File: config.mk
export PLATFORM = sky130hd
export DESIGN_NAME = asn1_time_to_epoch_seconds_core
export DESIGN_NICKNAME = d
export VERILOG_FILES = /design/src/rtl/a2e_pkg.sv /design/src/rtl/a2e_front.sv /design/src/rtl/a2e_queue.sv /design/src/rtl/a2e_back.sv /design/src/rtl/asn1_time_to_epoch_seconds_core.sv
export SDC_FILE = /design/constraint.sdc
export NUM_CORES = 2
export LEC_CHECK = 0
export ABC_CLOCK_PERIOD_IN_PS = 10960
export BUFFER_PORTS_ARGS = -buffer_cell sky130_fd_sc_hd__buf_2
export CAP_MARGIN = 20
export CORE_MARGIN = 1.5
export CORE_UTILIZATION = 66
export CTS_CLUSTER_DIAMETER = 120
export DETAILED_ROUTE_END_ITERATION = 8
export GPL_ROUTABILITY_DRIVEN = 0
export PLACE_DENSITY_LB_ADDON = 0.1
export SYNTH_ARGS = -nofsm -noshare
export SYNTH_HDL_FRONTEND = slang
export SYNTH_SLANG_ARGS = --single-unit
File: constraint.sdc
create_clock -name clk -period 10.96 [get_ports clk]
set_input_delay 2.192 -clock clk [delete_from_list [all_inputs] [get_ports clk]]
set_output_delay 2.192 -clock clk [all_outputs]
set_load 0.05 [all_outputs]
File: src/rtl/a2e_pkg.sv
// Shared types, codes and tables for the ASN.1 time to epoch seconds core.
// No dependencies; every other file in rtl/ imports this package.
package a2e_pkg;

  // Result status codes.
  localparam logic [1:0] ST_OK     = 2'd0;
  localparam logic [1:0] ST_FORMAT = 2'd1;
  localparam logic [1:0] ST_RANGE  = 2'd2;
  localparam logic [1:0] ST_LOCAL  = 2'd3;

  // Day number of 1970-01-01 counted from 0000-01-01 (proleptic Gregorian).
  localparam int unsigned DAYS_TO_1970 = 719528;
  // Reciprocal of 100 scaled by 2^19, exact for the year range used here.
  localparam int unsigned RECIP_100 = 5243;
  localparam int unsigned SECS_PER_DAY = 86400;

  // Parser position inside the time string.
  typedef enum logic [4:0] {
    PH_Y0, PH_Y1, PH_Y2, PH_Y3,
    PH_MON0, PH_MON1, PH_DAY0, PH_DAY1,
    PH_HOUR0, PH_HOUR1, PH_MIN0, PH_MIN1,
    PH_SEC_OPT, PH_SEC2, PH_FRAC, PH_ZONE,
    PH_OFFH0, PH_OFFH1, PH_OFFM0, PH_OFFM1,
    PH_END, PH_STOP
  } phase_t;

  // One parsed string, handed from the parser to the converter.
  typedef struct packed {
    logic [13:0] year;
    logic [3:0]  month;
    logic [4:0]  day;
    logic [4:0]  hour;
    logic [5:0]  minute;
    logic [5:0]  second;
    logic        off_neg;
    logic [3:0]  off_hours;
    logic [5:0]  off_minutes;
    logic [1:0]  status;
  } rec_t;

  // Days in the year before the first day of the given month (non-leap).
  function automatic logic [8:0] cum_days(input logic [3:0] month);
    logic [8:0] r;
    case (month)
      4'd2:    r = 9'd31;
      4'd3:    r = 9'd59;
      4'd4:    r = 9'd90;
      4'd5:    r = 9'd120;
      4'd6:    r = 9'd151;
      4'd7:    r = 9'd181;
      4'd8:    r = 9'd212;
      4'd9:    r = 9'd243;
      4'd10:   r = 9'd273;
      4'd11:   r = 9'd304;
      4'd12:   r = 9'd334;
      default: r = 9'd0;
    endcase
    return r;
  endfunction

endpackage

File: src/rtl/a2e_front.sv
// Character parser: takes one character per beat and builds the field record.
// Depends on a2e_pkg.
module a2e_front (
  input  logic          clk,
  input  logic          rst,
  input  logic          accept,
  input  logic [7:0]    char_code,
  input  logic          time_kind,
  input  logic          last_char,
  output logic          push,
  output a2e_pkg::rec_t rec
);
  import a2e_pkg::*;

  phase_t      phase, phase_next;
  logic        kind, kind_next;
  logic [13:0] year, year_next;
  logic [6:0]  month, month_next, day, day_next, hour, hour_next;
  logic [6:0]  minute, minute_next, second, second_next;
  logic        off_neg, off_neg_next;
  logic [6:0]  off_h, off_h_next, off_m, off_m_next;
  logic [1:0]  err, err_next;
  logic        ended, ended_next;

  logic        dig, bad, ender, zone_bad;
  logic [3:0]  d;
  logic [6:0]  v;

  always_ff @(posedge clk) begin
    if (rst) begin
      phase <= PH_Y0; kind <= 1'b0; year <= '0; month <= '0; day <= '0;
      hour <= '0; minute <= '0; second <= '0; off_neg <= 1'b0;
      off_h <= '0; off_m <= '0; err <= ST_OK; ended <= 1'b0;
    end else begin
      phase <= phase_next; kind <= kind_next; year <= year_next;
      month <= month_next; day <= day_next; hour <= hour_next;
      minute <= minute_next; second <= second_next; off_neg <= off_neg_next;
      off_h <= off_h_next; off_m <= off_m_next; err <= err_next;
      ended <= ended_next;
    end
  end

  assign dig = (char_code >= 8'h30) && (char_code <= 8'h39);
  assign d   = char_code[3:0];

  always_comb begin
    phase_next = phase; kind_next = kind; year_next = year;
    month_next = month; day_next = day; hour_next = hour;
    minute_next = minute; second_next = second; off_neg_next = off_neg;
    off_h_next = off_h; off_m_next = off_m; err_next = err;
    ended_next = ended; push = 1'b0; bad = 1'b0; v = '0; zone_bad = 1'b0;
    rec = '0;
    ender = 1'b0;
    if (accept) begin
      if (!ended) begin
        if (phase == PH_Y0) kind_next = time_kind;
        if (char_code == 8'h00) begin
          ended_next = 1'b1;
        end else begin
          unique case (phase)
            PH_Y0, PH_Y1, PH_Y2, PH_Y3: begin
              if (!dig) begin
                bad = 1'b1;
              end else begin
                year_next = 14'(year * 14'd10 + 14'(d));
                if (!kind_next && phase == PH_Y1) begin
                  year_next = year_next + ((year_next < 14'd50) ? 14'd2000 : 14'd1900);
                  phase_next = PH_MON0;
                end else begin
                  phase_next = phase_t'(phase + 5'd1);
                end
              end
            end
            PH_MON0: begin
              if (!dig) bad = 1'b1;
              else begin month_next = 7'(d); phase_next = PH_MON1; end
            end
            PH_MON1: begin
              v = 7'(month * 7'd10 + 7'(d));
              month_next = v;
              if (!dig || v < 7'd1 || v > 7'd12) bad = 1'b1;
              else phase_next = PH_DAY0;
            end
            PH_DAY0: begin
              if (!dig) bad = 1'b1;
              else begin day_next = 7'(d); phase_next = PH_DAY1; end
            end
            PH_DAY1: begin
              v = 7'(day * 7'd10 + 7'(d));
              day_next = v;
              if (!dig || v < 7'd1 || v > 7'd31) bad = 1'b1;
              else phase_next = PH_HOUR0;
            end
            PH_HOUR0: begin
              if (!dig) bad = 1'b1;
              else begin hour_next = 7'(d); phase_next = PH_HOUR1; end
            end
            PH_HOUR1: begin
              v = 7'(hour * 7'd10 + 7'(d));
              hour_next = v;
              if (!dig || v > 7'd23) bad = 1'b1;
              else phase_next = PH_MIN0;
            end
            PH_MIN0: begin
              if (!dig) bad = 1'b1;
              else begin minute_next = 7'(d); phase_next = PH_MIN1; end
            end
            PH_MIN1: begin
              v = 7'(minute * 7'd10 + 7'(d));
              minute_next = v;
              if (!dig || v > 7'd59) bad = 1'b1;
              else phase_next = PH_SEC_OPT;
            end
            PH_SEC_OPT, PH_FRAC: begin
              if (phase == PH_SEC_OPT && dig) begin
                second_next = 7'(d);
                phase_next = PH_SEC2;
              end else if (kind_next && (char_code == 8'h2E || char_code == 8'h2C || dig)) begin
                phase_next = PH_FRAC;
              end else begin
                zone_bad = 1'b1;
              end
            end
            PH_SEC2: begin
              v = 7'(second * 7'd10 + 7'(d));
              second_next = v;
              if (!dig || v > 7'd59) bad = 1'b1;
              else phase_next = kind_next ? PH_FRAC : PH_ZONE;
            end
            PH_ZONE: zone_bad = 1'b1;
            PH_OFFH0: begin
              if (!dig) bad = 1'b1;
              else begin off_h_next = 7'(d); phase_next = PH_OFFH1; end
            end
            PH_OFFH1: begin
              v = 7'(off_h * 7'd10 + 7'(d));
              off_h_next = v;
              if (!dig || v > 7'd12) bad = 1'b1;
              else phase_next = PH_OFFM0;
            end
            PH_OFFM0: begin
              if (!dig) bad = 1'b1;
              else begin off_m_next = 7'(d); phase_next = PH_OFFM1; end
            end
            PH_OFFM1: begin
              v = 7'(off_m * 7'd10 + 7'(d));
              off_m_next = v;
              if (!dig || v > 7'd59) bad = 1'b1;
              else phase_next = PH_END;
            end
            PH_END:  bad = 1'b1;
            PH_STOP: ;
            default: ;
          endcase
          // Zone designator: Z, or a sign that opens an hhmm offset.
          if (zone_bad) begin
            if (char_code == 8'h5A) begin
              phase_next = PH_END;
            end else if (char_code == 8'h2B || char_code == 8'h2D) begin
              off_neg_next = (char_code == 8'h2D);
              phase_next = PH_OFFH0;
            end else begin
              bad = 1'b1;
            end
          end
          if (bad) begin
            phase_next = PH_STOP;
            if (err == ST_OK) err_next = ST_FORMAT;
          end
        end
        // End of text: a zero byte or the final character.
        ender = (char_code == 8'h00) || last_char;
        if (ender && phase_next != PH_END && phase_next != PH_STOP) begin
          if (err_next == ST_OK) begin
            err_next = (phase_next == PH_FRAC || (phase_next == PH_SEC_OPT && kind_next))
                       ? ST_LOCAL : ST_FORMAT;
          end
          phase_next = PH_STOP;
        end
      end
      if (last_char) begin
        push = 1'b1;
        rec.year        = year_next;
        rec.month       = month_next[3:0];
        rec.day         = day_next[4:0];
        rec.hour        = hour_next[4:0];
        rec.minute      = minute_next[5:0];
        rec.second      = second_next[5:0];
        rec.off_neg     = off_neg_next;
        rec.off_hours   = off_h_next[3:0];
        rec.off_minutes = off_m_next[5:0];
        rec.status      = err_next;
        phase_next = PH_Y0; kind_next = 1'b0; year_next = '0; month_next = '0;
        day_next = '0; hour_next = '0; minute_next = '0; second_next = '0;
        off_neg_next = 1'b0; off_h_next = '0; off_m_next = '0;
        err_next = ST_OK; ended_next = 1'b0;
      end
    end
  end

endmodule

File: src/rtl/a2e_queue.sv
// Two-entry queue of parsed records between the parser and the converter.
// Depends on a2e_pkg.
module a2e_queue (
  input  logic          clk,
  input  logic          rst,
  input  logic          push,
  input  a2e_pkg::rec_t push_rec,
  input  logic          pop,
  output logic          head_valid,
  output a2e_pkg::rec_t head_rec,
  output logic          full
);
  import a2e_pkg::*;

  rec_t       entry [2];
  logic       wr_ptr, rd_ptr;
  logic [1:0] count;

  always_ff @(posedge clk) begin
    if (rst) begin
      wr_ptr <= 1'b0;
      rd_ptr <= 1'b0;
      count  <= 2'd0;
    end else begin
      if (push) wr_ptr <= ~wr_ptr;
      if (pop) rd_ptr <= ~rd_ptr;
      count <= 2'(count + {1'b0, push} - {1'b0, pop});
    end
  end

  always_ff @(posedge clk) begin
    if (push) entry[wr_ptr] <= push_rec;
  end

  assign head_valid = (count != 2'd0);
  assign head_rec   = entry[rd_ptr];
  assign full       = (count == 2'd2);

endmodule

File: src/rtl/a2e_back.sv
// Four-stage conversion pipeline from a parsed record to signed epoch seconds,
// with the output register. Depends on a2e_pkg.
module a2e_back (
  input  logic               clk,
  input  logic               rst,
  input  logic               head_valid,
  input  a2e_pkg::rec_t      head_rec,
  output logic               pop,
  output logic               out_valid,
  input  logic               out_stall,
  output logic signed [38:0] epoch_seconds,
  output logic [1:0]         status
);
  import a2e_pkg::*;

  logic adv;
  logic v1, v2, v3, v4;

  // Stage 1 registers.
  logic [13:0] s1_year;
  logic [3:0]  s1_month;
  logic [4:0]  s1_day;
  logic [6:0]  s1_q100, s1_c100;
  logic [4:0]  s1_c400;
  logic [16:0] s1_tod;
  logic [9:0]  s1_off;
  logic        s1_neg;
  logic [1:0]  s1_st;
  // Stage 2 registers.
  logic signed [23:0] s2_days;
  logic               s2_leap, s2_ge1970;
  logic [3:0]         s2_month;
  logic [4:0]         s2_day;
  logic signed [18:0] s2_tod;
  logic [1:0]         s2_st;
  // Stage 3 registers.
  logic signed [23:0] s3_days;
  logic signed [18:0] s3_tod;
  logic               s3_ge1970;
  logic [1:0]         s3_st;
  // Stage 4 registers.
  logic signed [39:0] s4_secs;
  logic               s4_ge1970;
  logic [1:0]         s4_st;

  logic [27:0]        p_q100, p_c100, p_c400;
  logic [22:0]        y365;
  logic [23:0]        pos_days;
  logic [15:0]        off60;
  logic signed [41:0] prod;
  logic [1:0]         fin_st;

  assign adv = !out_valid || !out_stall;
  assign pop = adv && head_valid;

  assign p_q100 = 28'(head_rec.year) * 28'(RECIP_100);
  assign p_c100 = 28'(15'(head_rec.year) + 15'd99) * 28'(RECIP_100);
  assign p_c400 = 28'(15'(head_rec.year) + 15'd399) * 28'(RECIP_100);

  assign y365     = 23'(s1_year) * 23'd365;
  assign pos_days = 24'(y365) + 24'((15'(s1_year) + 15'd3) >> 2) + 24'(s1_c400)
                    - 24'(s1_c100);
  assign off60    = 16'(s1_off) * 16'd60;
  assign prod     = s3_days * $signed(18'(SECS_PER_DAY));

  always_ff @(posedge clk) begin
    if (rst) begin
      v1 <= 1'b0; v2 <= 1'b0; v3 <= 1'b0; v4 <= 1'b0; out_valid <= 1'b0;
    end else if (adv) begin
      v1 <= head_valid; v2 <= v1; v3 <= v2; v4 <= v3; out_valid <= v4;
    end
  end

  always_ff @(posedge clk) begin
    if (adv) begin
      s1_year  <= head_rec.year;
      s1_month <= head_rec.month;
      s1_day   <= head_rec.day;
      s1_q100  <= p_q100[25:19];
      s1_c100  <= p_c100[25:19];
      s1_c400  <= p_c400[25:21];
      s1_tod   <= 17'(head_rec.hour) * 17'd3600 + 17'(head_rec.minute) * 17'd60
                  + 17'(head_rec.second);
      s1_off   <= 10'(head_rec.off_hours) * 10'd60 + 10'(head_rec.off_minutes);
      s1_neg   <= head_rec.off_neg;
      s1_st    <= head_rec.status;

      s2_days   <= $signed(pos_days) - $signed(24'(DAYS_TO_1970));
      s2_leap   <= (s1_year[1:0] == 2'b00)
                   && ((s1_year != 14'(s1_q100 * 14'd100)) || (s1_q100[1:0] == 2'b00));
      s2_ge1970 <= (s1_year >= 14'd1970);
      s2_month  <= s1_month;
      s2_day    <= s1_day;
      s2_tod    <= s1_neg ? $signed({2'b00, s1_tod}) + $signed({3'b000, off60})
                          : $signed({2'b00, s1_tod}) - $signed({3'b000, off60});
      s2_st     <= s1_st;

      s3_days   <= s2_days + $signed({15'd0, cum_days(s2_month)})
                   + $signed({23'd0, s2_leap && (s2_month > 4'd2)})
                   + $signed({19'd0, s2_day}) - 24'sd1;
      s3_tod    <= s2_tod;
      s3_ge1970 <= s2_ge1970;
      s3_st     <= s2_st;

      s4_secs   <= prod[39:0] + 40'(s3_tod);
      s4_ge1970 <= s3_ge1970;
      s4_st     <= s3_st;

      status        <= fin_st;
      epoch_seconds <= (fin_st == ST_OK) ? s4_secs[38:0] : '0;
    end
  end

  // Result sign must agree with the side of 1970 the year lies on.
  always_comb begin
    fin_st = s4_st;
    if (s4_st == ST_OK && (s4_ge1970 == s4_secs[39])) fin_st = ST_RANGE;
  end

endmodule

File: src/rtl/asn1_time_to_epoch_seconds_core.sv
// Top level of the ASN.1 time string to Unix epoch seconds core.
// Depends on a2e_pkg, a2e_front, a2e_queue and a2e_back.
//
//   Channel  Direction  Handshake           Beat payload
//   in       to core    in_valid/in_stall   char_code, time_kind, last_char
//   out      from core  out_valid/out_stall epoch_seconds, status
//
// Each character beat is parsed in the cycle it is accepted, so the core takes
// one beat per cycle while in_stall is low. The beat that carries last_char hands
// a parsed record to a two-entry queue; the converter turns it into seconds over
// four pipeline stages plus the output register. Reset (rst, synchronous)
// returns the parser to the start of a string and empties the queue and the
// pipeline. in_stall rises only while the queue is full; out_stall freezes the
// converter while out_valid is high, and the queue then fills.
module asn1_time_to_epoch_seconds_core (
  input  logic               clk,
  input  logic               rst,
  input  logic               in_valid,
  output logic               in_stall,
  input  logic [7:0]         char_code,
  input  logic               time_kind,
  input  logic               last_char,
  output logic               out_valid,
  input  logic               out_stall,
  output logic signed [38:0] epoch_seconds,
  output logic [1:0]         status
);
  import a2e_pkg::*;

  logic accept;
  logic push, pop, head_valid, q_full;
  rec_t push_rec, head_rec;

  // The parser may take a beat whenever the queue has room for a record.
  assign in_stall = q_full;
  assign accept   = in_valid && !in_stall;

  a2e_front u_front (
    .clk       (clk),
    .rst       (rst),
    .accept    (accept),
    .char_code (char_code),
    .time_kind (time_kind),
    .last_char (last_char),
    .push      (push),
    .rec       (push_rec)
  );

  a2e_queue u_queue (
    .clk        (clk),
    .rst        (rst),
    .push       (push),
    .push_rec   (push_rec),
    .pop        (pop),
    .head_valid (head_valid),
    .head_rec   (head_rec),
    .full       (q_full)
  );

  a2e_back u_back (
    .clk           (clk),
    .rst           (rst),
    .head_valid    (head_valid),
    .head_rec      (head_rec),
    .pop           (pop),
    .out_valid     (out_valid),
    .out_stall     (out_stall),
    .epoch_seconds (epoch_seconds),
    .status        (status)
  );

  // A failed string always reports zero seconds.
  a_zero_on_error: assert property (@(posedge clk) disable iff (rst)
    out_valid && status != ST_OK |-> epoch_seconds == '0)
    else $error("nonzero seconds with error status");

  // The parser never hands a record to a full queue.
  a_no_overflow: assert property (@(posedge clk) disable iff (rst)
    push |-> !q_full)
    else $error("record pushed into full queue");

  // The converter only takes records that are present.
  a_no_underflow: assert property (@(posedge clk) disable iff (rst)
    pop |-> head_valid)
    else $error("record popped from empty queue");

endmodule
==> results by group <==
Timing
  – Setup TNS: 0 ns
  – Final slew viol count: 0
  – Final Hold Viols: 0
  – Final setup fails: 0
  – Tmin final: 8.59 ns
  – Period utilization: 78.3%
  – Max Clock Skew: 0.0388 ns
  – Slew @ Worst Pin: 1.10 ns
  – Highest clock rate: 0.116 GHz
  – Relative slew margins: 26.6%
  – RSZ-0062 raised after global routing: no

GRT
  – Initial antenna violation count: 0
  – Gr usage total: 26.8%
  – Global route overflow: 0
  – Met2 Use GR: 46.1%
  – Vias in the first global route: 32400
  – Largest net degree at the start of global routing: 124
  – First-pass GRT wire length: 159000 um
  – GRT busiest layer: met2
  – Met1 Usage GRT: 35.2%
  – Grt met3 use: 3.19%

CTS
  – Clock Latency Late Sink: 0.63 ns
  – Post-CTS Setup Bufs: 0
  – CTS Sinks: 449
  – Clk buf depth: 3
  – Clock transition at path regs: 0.06 ns
  – H-tree levels: 2
  – TritonCTS clock tree: yes
  – Clk root buf: clkbuf_16
  – Inserted Clock Buffers: 51
  – Post-cts resize count: 0
  – # hold bufs at CTS: 0

Layout
  – Layout area overhead: 6.52%
  – Fillers: 5206
  – Diodes inserted: 0
  – Final nets: 5886
  – Fraction of layout cells with a size suffix above 1: 4.97%

Route
  – DR vias/cell: 5.64
  – WL final: 94800 um
  – DRC: 0
  – DR iter-0 viols: 1986
  – Final ANT Viol Nets: 0
  – DR pass1 iterations: 5
  – Wire per inst: 16.8 um
  – Via count: 31800

Logic synthesis
  – EDFF count, synth: 364
  – Mux cell area share after synthesis: 1.62%
  – Post-synthesis register bit count: 449
  – Commonest cells post-synth: 871 x inv_1, 823 x ha_1, 403 x fa_1
  – Top_reg_cell synth: edfxtp_1
  – Syn Inst Count: 4592
  – Simple-gate share of the synthesized area: 8.71%
  – Synth top area share: 23.3%
  – Largest cells by area after synthesis: edfxtp_1 23%, ha_1 22%, fa_1 17%
  – Count leader, synth: inv_1
  – Seq/Total Area, Yosys: 26.9%
  – Main combinational cell family by area after synthesis: adder cells
  – Mapped Avg Cell Area: 10.2 um2
  – Area share of fa/ha/maj cells after synthesis: 39.1%
  – Post-Synth XOR/XNOR Area: 5.93%
  – Compound-gate portion of the synthesized area: 10.2%
  – Synth area leader: edfxtp_1
  – Synthesized area: 0.0470 mm2
  – Syn. warnings: 0
  – Syn Nets: 5832
  – Synth unique cells: 85
  – Async set-reset flop share out of synthesis: 0%

Min path
  – Worst Hold End: u_back.s2_st[0]
  – HP Class: register to register
  – WHS Path Cells: 0
  – Min-delay src: u_back.s1_st[0]

Floorplan
  – Io pins: 57
  – Die X: 270 um
  – Total core area: 0.0703 mm2
  – Die area: 0.0728 mm2
  – Initial Utilization: 66.8%
  – Die height: 270 um
  – Row count: 97

Worst setup path
  – Crit. End Element: register
  – CP required: 11.30 ns
  – Critical path class: register to register
  – Critical path arrival: 8.93 ns
  – Critical Path Fanout Max: 47
  – FF-to-FF path depth: 26
  – Reg-to-Reg End: u_back.s1_c100[6]
  – Worst reg-to-reg setup slack: 2.37 ns
  – CP startpoint kind: register

Status
  – Status: completed

Placement
  – DPL Wire Length: 75200 um
  – I/O Buffers: 56

Flow run
  – Max Cap Violations: 0
-- critical path: stages, from the launching register on --
cell and delay [ns]:
dfxtp_2 0.43, buf_4 0.61, mux2i_1 0.53, inv_1 0.37, ha_1 0.32, a21oi_1 0.22, nor2b_1 0.14, xnor2_1 0.44
inv_1 0.24, fa_1 0.58, inv_1 0.04, ha_1 0.26, inv_1 0.05, fa_1 0.52, inv_1 0.05, fa_1 0.50
fa_1 0.43, ha_1 0.30, a21o_1 0.16, a21o_1 0.17, a21o_1 0.17, a21o_1 0.17, a21o_1 0.18, a221oi_1 0.68
o21ai_0 0.30, o41ai_1 0.36, xnor2_1 0.11
-- area by class of cell --
| class | instances | area, um2 | share of cell area, % |
|---|---|---|---|
| clock buffers | 55 | 1320 | 2.64 |
| clock inverters | 41 | 408 | 0.815 |
| inverters | 873 | 3280 | 6.56 |
| multi-input cells | 3196 | 30800 | 61.5 |
| well taps | 940 | 1180 | 2.35 |
| repair buffers | 75 | 427 | 0.853 |
| flip-flops and latches | 449 | 12600 | 25.2 |
-- worst max path at each step --
| stage | endpoint | slack [ns] |
|---|---|---|
| global route | u_back.s1_c100[6] | 1.94 |
| finish | u_back.s1_c100[6] | 2.37 |
| CTS | u_back.s1_c100[6] | 2.37 |
| floorplan | u_back.s1_c100[6] | 3.03 |
| detailed placement | u_back.s1_c100[6] | 2.41 |
| global placement | u_back.s1_c100[6] | 2.51 |
-- stage by stage --
step / hold WS, ns / utilization (%) / setup slack (ns) / area (um2) / std cells
5_1_grt: 0.420 / 71.2 / 1.94 / 50000 / 5629
3_5_place_dp: 0.405 / 68.7 / 2.41 / 48300 / 5531
2_1_floorplan: 0.400 / - / 3.03 / 47000 / 4592
4_1_cts: 0.412 / 71.2 / 2.37 / 50000 / 5627
3_3_place_gp: 0.401 / 68.7 / 2.51 / 48300 / 5531
6_report: 0.408 / 71.2 / 2.37 / 50000 / 5629
-- layout by cell type, fill, tap and decap left out, types with 26 or more instances in the layout --
cell type / n
mux2_2: 36
nor2_1: 252
dfxtp_1: 84
xor2_1: 64
and2_1: 70
a22oi_1: 26
fa_1: 403
a21oi_1: 245
nand3_1: 64
ha_1: 823
edfxtp_1: 364
nand2b_1: 43
or3_1: 28
o21ai_0: 114
buf_2: 56
nand2_1: 187
inv_1: 871
clkbuf_16: 51
xnor2_1: 254
mux2i_1: 34
o21bai_1: 42
nor2b_1: 43
a21o_1: 87
nor3_1: 65
-- flip-flops by register name, indices dropped and copies added (netlist names), 6 cells and up, named ones only --
register              cells
u_back.epoch_seconds     39
u_back.s1_c100            7
u_back.s1_off            10
u_back.s1_q100            7
u_back.s1_tod            17
u_back.s1_year           14
u_back.s2_days           24
u_back.s2_tod            19
u_back.s3_days           24
u_back.s3_tod            19
u_back.s4_secs           40
u_front.day               6
u_front.hour              6
u_front.minute            6
u_front.month             6
u_front.off_h             6
u_front.off_m             6
u_front.second            6
u_front.year             14
u_queue.entry           106
-- layer usage --
layer | vias to the layer above | part of all wire (%)
met4 | 0 | 3.3
li1 | 15600 | -
met3 | 170 | 5.0
met5 | - | 0
met2 | 746 | 48
met1 | 15200 | 44
-- cell families (layout without fill, tap and decap cells) --
logic type / after synthesis / after routing
AOI/OAI and AO/OA: 737 / 737
muxes: 71 / 71
xor gates and xnor gates: 318 / 318
adders and majority gates: 1226 / 1226
and+or+nand+nor: 844 / 844
DFF: 449 / 449
buffers and inverters: 947 / 1044
Power is not shown: default switching activity piles up to over one toggle a cycle in this logic, so the estimate is an artifact.
